===== config.mk =====
export PLATFORM = sky130hd
export DESIGN_NAME = dsw_controller
export DESIGN_NICKNAME = d
export VERILOG_FILES = /design/src/rtl/dsw_pkg.sv /design/src/rtl/dsw_controller.sv
export SDC_FILE = /design/constraint.sdc
export NUM_CORES = 1
export LEC_CHECK = 0
export BUFFER_PORTS_ARGS = -buffer_cell sky130_fd_sc_hd__buf_2
export CELL_PAD_IN_SITES_DETAIL_PLACEMENT = 1
export CELL_PAD_IN_SITES_GLOBAL_PLACEMENT = 1
export CORE_AREA = 4 4 41 43
export CTS_CLUSTER_SIZE = 25
export DETAILED_ROUTE_END_ITERATION = 8
export DIE_AREA = 0 0 45 47
export HOLD_SLACK_MARGIN = 0.05
export PLACE_DENSITY_LB_ADDON = 0.1
export SYNTH_ARGS = -nofsm -noshare
export SYNTH_HDL_FRONTEND = slang
export SYNTH_SLANG_ARGS = --single-unit

===== constraint.sdc =====
create_clock -name clock -period 1.3 [get_ports clock]
set_clock_uncertainty 0.2 [all_clocks]
set_input_delay 0.065 -clock clock [delete_from_list [all_inputs] [get_ports clock]]
set_output_delay 0.065 -clock clock [all_outputs]
set_load 0.1 [all_outputs]

===== src/rtl/dsw_pkg.sv =====
// Shared types, constants and modular arithmetic helpers for the dice sum
// ways counter. No dependencies; used by every module under rtl but dsw_ram.
package dsw_pkg;

   localparam int MAX_DICE  = 32;
   localparam int MAX_FACES = 32;
   localparam int SUM_DEPTH = 1024;

   localparam int DICE_W    = 6;
   localparam int FACES_W   = 6;
   localparam int GOAL_W    = 10;
   localparam int WAYS_W    = 30;
   localparam int REQ_W     = 24;
   localparam int RSP_W     = 32;

   localparam int IDX_W     = $clog2(SUM_DEPTH);
   localparam int ROW_DEPTH = 2 * SUM_DEPTH;
   localparam int ADDR_W    = $clog2(ROW_DEPTH);

   localparam logic [WAYS_W-1:0] WAYS_MOD = WAYS_W'(1000000007);

   typedef enum logic [2:0] {
      ST_IDLE,
      ST_START,
      ST_ROW,
      ST_DRAIN,
      ST_FINISH
   } ctrl_state_type;

   typedef struct packed {
      logic load;
      logic row_start;
      logic step;
      logic row_next;
      logic finish;
   } dp_cmd_type;

   typedef struct packed {
      logic item_ok;
      logic last_step;
      logic last_row;
      logic busy;
      logic out_free;
   } dp_status_type;

   // (a + b) mod M for a, b below M
   function automatic logic [WAYS_W-1:0] mod_add(input logic [WAYS_W-1:0] a,
                                                 input logic [WAYS_W-1:0] b);
      logic [WAYS_W:0] sum;
      sum = {1'b0, a} + {1'b0, b};
      if (sum >= {1'b0, WAYS_MOD}) begin
         sum = sum - {1'b0, WAYS_MOD};
      end
      return sum[WAYS_W-1:0];
   endfunction

   // (a - b) mod M for a, b below M
   function automatic logic [WAYS_W-1:0] mod_sub(input logic [WAYS_W-1:0] a,
                                                 input logic [WAYS_W-1:0] b);
      logic [WAYS_W:0] dif;
      if (a >= b) begin
         dif = {1'b0, a} - {1'b0, b};
      end else begin
         dif = {1'b0, a} + {1'b0, WAYS_MOD} - {1'b0, b};
      end
      return dif[WAYS_W-1:0];
   endfunction

endpackage


===== src/rtl/dsw_controller.sv =====
// Sequencer of the ways counter: walks rows and steps, drains the window
// pipeline between rows and hands the result to the output register. Uses dsw_pkg.
module dsw_controller
   import dsw_pkg::*;
(
   input  logic          clock,
   input  logic          reset,
   input  logic          req_tvalid,
   output logic          req_tready,
   input  dp_status_type status,
   output dp_cmd_type    cmd
);

   ctrl_state_type state_ff;
   ctrl_state_type state_in;

   always_ff @(posedge clock) begin
      if (reset) begin
         state_ff <= ST_IDLE;
      end else begin
         state_ff <= state_in;
      end
   end

   always_comb begin
      state_in   = state_ff;
      cmd        = '0;
      req_tready = 1'b0;
      unique case (state_ff)
         ST_IDLE: begin
            req_tready = 1'b1;
            if (req_tvalid) begin
               cmd.load = 1'b1;
               state_in = ST_START;
            end
         end
         ST_START: begin
            if (status.item_ok) begin
               cmd.row_start = 1'b1;
               state_in      = ST_ROW;
            end else begin
               state_in = ST_FINISH;
            end
         end
         ST_ROW: begin
            cmd.step = 1'b1;
            if (status.last_step) begin
               state_in = ST_DRAIN;
            end
         end
         ST_DRAIN: begin
            // hold until the last write of the row has landed
            if (!status.busy) begin
               if (status.last_row) begin
                  state_in = ST_FINISH;
               end else begin
                  cmd.row_next = 1'b1;
                  state_in     = ST_ROW;
               end
            end
         end
         ST_FINISH: begin
            if (status.out_free) begin
               cmd.finish = 1'b1;
               state_in   = ST_IDLE;
            end
         end
         default: begin
            state_in = ST_IDLE;
         end
      endcase
   end

endmodule


; ---- Yosys cells after proc, flatten, opt, wreduce, memory -nomap -nowiden
; Cells that the tools add are included.
[classes]
addsub = 0
multipliers = 0
n_div = 0
order_cmp = 0
n_eq_ne = 8
shifts = 0
n_mux = 18
bitwise = 0
n_reduce_logical = 2
[op_table]
columns = op, n
row1 = $mux W3, 6
row2 = $pmux W3 S5, 1
row3 = $mux W1, 11
row4 = $ne A2 B2 Y1 const B, 4
row5 = $eq A3 B2 Y1 const B, 2
row6 = $reduce_and A4 Y1, 1
row7 = $eq A3 B1 Y1 const B, 1
row8 = $eq A3 B3 Y1 const B, 1
row9 = $logic_not A3 Y1, 1
[word_totals]
regBits = 3
latch_bits = 0
ram_bits = 0
romBits = 0
output_inout_bits = 6
memories = 0

; ---- Longest topological paths before layout
[depth]
ltp_word = 3
depth_mapped = 4
mapped_depth_nobuf = 3

; ---- Worst setup path after synthesis
; Ideal clock, no wire load.
[synth_timing]
path_kind = register -> output
startpoint = register state_ff[2]
endpoint = output cmd[1] (netlist bit)
t_arrival_ns = 3.614
t_required_ns = 1.035
slack_ns = -2.579
stages_incl_launch_ff = 3
n_path_buf = 0
cell_sequence = dfxtp_1 nand2b_1 nor4b_1
[synth_lines]
columns = item, line_no
row1 = start: declaration, dsw_controller.sv:14  ; ctrl_state_type state_ff;
row2 = start signal: assignment, dsw_controller.sv:21  ; state_ff <= state_in;
row3 = end: declaration, dsw_controller.sv:11  ; output dp_cmd_type cmd

==> results_dict.tcl <==
set metrics [dict create \
    synth.net_count 32 \
    dp_hpwl_um 572 \
    setup.worst_path.start "state_ff[2]" \
    antenna_found_initial 0 \
    max_freq_mhz 677 \
    cts.sinks 3 \
    clk_path_buf_depth 2 \
    maxCapViolCount 0 \
    endpoint_kind "output pin" \
    gr-total-overflow 0 \
    post-route-period-util_pct 114 \
    p_per_area_mw_per_mm2 939 \
    yosysWarnings 0 \
    p_leak_nw 0.253 \
    drtIter0Drc 0 \
    grt.total_usage_pct 11.1 \
    place.port_buffers 13 \
    finalWorstSetupSlack_ns -0.177 \
    yosysSeqAreaShare_pct 29.6 \
    hold_viol_final 0 \
    cts_root_buf "clkbuf_4" \
    vias 298 \
    peakVddDrop_v 0.000516 \
    p_sw_share_pct 38.4 \
    p_int_w 0.000355 \
    n_antenna_cell 0 \
    critical_path_class "reg2out" \
    fin_hold_ws_ns 0.0939 \
    final_layout_size_suffix_gt1_share_pct 73.2 \
    grt_pass1_wl_um 1500 \
    clk_pin_slew_ns 0.03 \
    cp.required_ns 1.03 \
    ys_ff_latch 3 \
    crit_path_max_fanout 3 \
    ant_nets 0 \
    final_util_pct 47.2 \
    cts_tree "yes" \
    hold_path_class "in2reg" \
    dieHeight_um 47 \
    rsz0062_at_grt "yes" \
    power.share.clock_pct 28.8 \
    p_sw_w 0.000222 \
    num_rows 13 \
    combPwrFrac_pct 51.9 \
    place.gp.congestion 0.680 \
    r2r_slack_ns -0.02 \
    avgSynthCellArea_um2 8.45 \
    regMostFlops "state_ff" \
    vias_per_cell 4.20 \
    setup_viol 7 \
    outcome "finished, violations left" \
    largestRegisters "state_ff x3" \
    min_from "status[2]" \
    grt_pass1_vias 321 \
    r2r-start "state_ff[0]" \
    pwr-share-seq_pct 19.3 \
    worst_pin_slew_ns 0.250 \
    wl_per_cell_um 13.1 \
    io_pins 14 \
    grt_max_degree 8 \
    syn-cell-area_um2 203 \
    htreeDepth 1 \
    largest_reg_flops 3 \
    clkLatencyLatePin_ns 0.24 \
    power_w 0.000577 \
    final.min_clock_period_ns 1.48 \
    arrival_ns 1.21 \
    firstDrtPassIters 1 \
    max-slew-margin-rel_pct 83.3 \
    synth_cell_types 20 \
    synthCells 24 \
    die-area_mm2 0.00212 \
    violations "negative setup slack" \
    core_area_mm2 0.00130 \
    area_delta_synth_final_pct 203 \
    start_util_pct 15.6 \
    drc 0 \
    worstSetupStartpointType "flip-flop" \
    wirelength_um 930 \
    slew_violations 0 \
    cts_buffers 3 \
    die_x_um 45 \
    nets 65 \
]
## final timing paths
| path | to | cells after the start |
|---|---|---|
| worst max-delay path | cmd[4] | 4 |
| worst min-delay path | state_ff[2] | 4 |
| worst max register to register | state_ff[0] | 6 |
| worst min register to register | state_ff[0] | 2 |
## per-layer routing
layer  global-route usage [%]  routed length [um]
met1                     10.2                 353
met2                     20.1                 501
met3                     1.15                  39
met4                     12.3                  36
met5                        0                   0
## cells by family after synthesis
kind of cell	count (synthesis)	share of synthesized area (%)
mux	1	5.56
flops	3	29.6
compound gates	4	14.8
simple gates	15	47.5
buf+inv	1	2.47
## repair_timing
item                       CTS  global route
hold endpoints to repair     3             0
hold buffers                 6             0
pin swaps                    6             5
setup endpoints to repair    6             7
gates resized for setup      6             2
setup buffers                4             1
## critical path: stages (launching register included)
cell,delay [ns]
dfxtp_2,0.32
buf_4,0.15
nor3_4,0.18
and2_4,0.17
buf_12,0.16
## through the flow
step           setup TNS, ns  setup slack [ns]  std cells  instance area [um2]
6_report              -0.824            -0.177         71                  614
5_1_grt                -1.18            -0.214         71                  614
4_1_cts               -0.938            -0.211         70                  599
3_5_place_dp               0            0.0345         56                  463
3_3_place_gp               0            0.0454         56                  463
2_1_floorplan          -1.65            -0.641         24                  263
## placed cells by master, fill, tap and decap left out, types with 2 or more instances in the layout
cell and n:
buf_4 9, buf_2 7, dlygate4sd3_1 6, buf_12 6
clkbuf_4 3, dfxtp_4 2
## cells in the mapped netlist
cell type | count | area [um2]
nor3b_1 | 1 | 7.51
a22oi_1 | 1 | 7.51
and2_1 | 1 | 6.26
nor3_2 | 1 | 10.0
nor3_1 | 1 | 5.00
dfxtp_1 | 3 | 60.1
nand2_1 | 1 | 3.75
and2b_2 | 1 | 8.76
buf_2 | 1 | 5.00
nor2b_1 | 1 | 6.26
nor4b_1 | 1 | 8.76
a211o_1 | 1 | 8.76
nor4_1 | 1 | 6.26
a21oi_2 | 1 | 8.76
and3_1 | 1 | 6.26
mux2_1 | 1 | 11.3
nand2b_1 | 2 | 12.5
nand3b_1 | 1 | 7.51
nor2_1 | 2 | 7.51
a21oi_1 | 1 | 5.00
## layout make-up
cell class / instances / area [um2]
fill: 156 / 687
timing repair buffer: 29 / 294
multi-input combinational: 20 / 206
sequential: 3 / 68.8
clock buffer: 4 / 26.3
tap: 15 / 18.8
## power by group through the flow
stage / logic (W) / clock network (W) / registers, W
after CTS: 0.000290 / 0.000175 / 0.000110
after global routing: 0.000313 / 0.000181 / 0.000113
after detailed placement: 0.000251 / 0 / 0.000113
final: 0.000299 / 0.000166 / 0.000111
after global placement: 0.000249 / 0 / 0.000113
after floorplan: 0.000153 / 0 / 0.000114
Note: power is estimated with default switching activity, not from simulation.
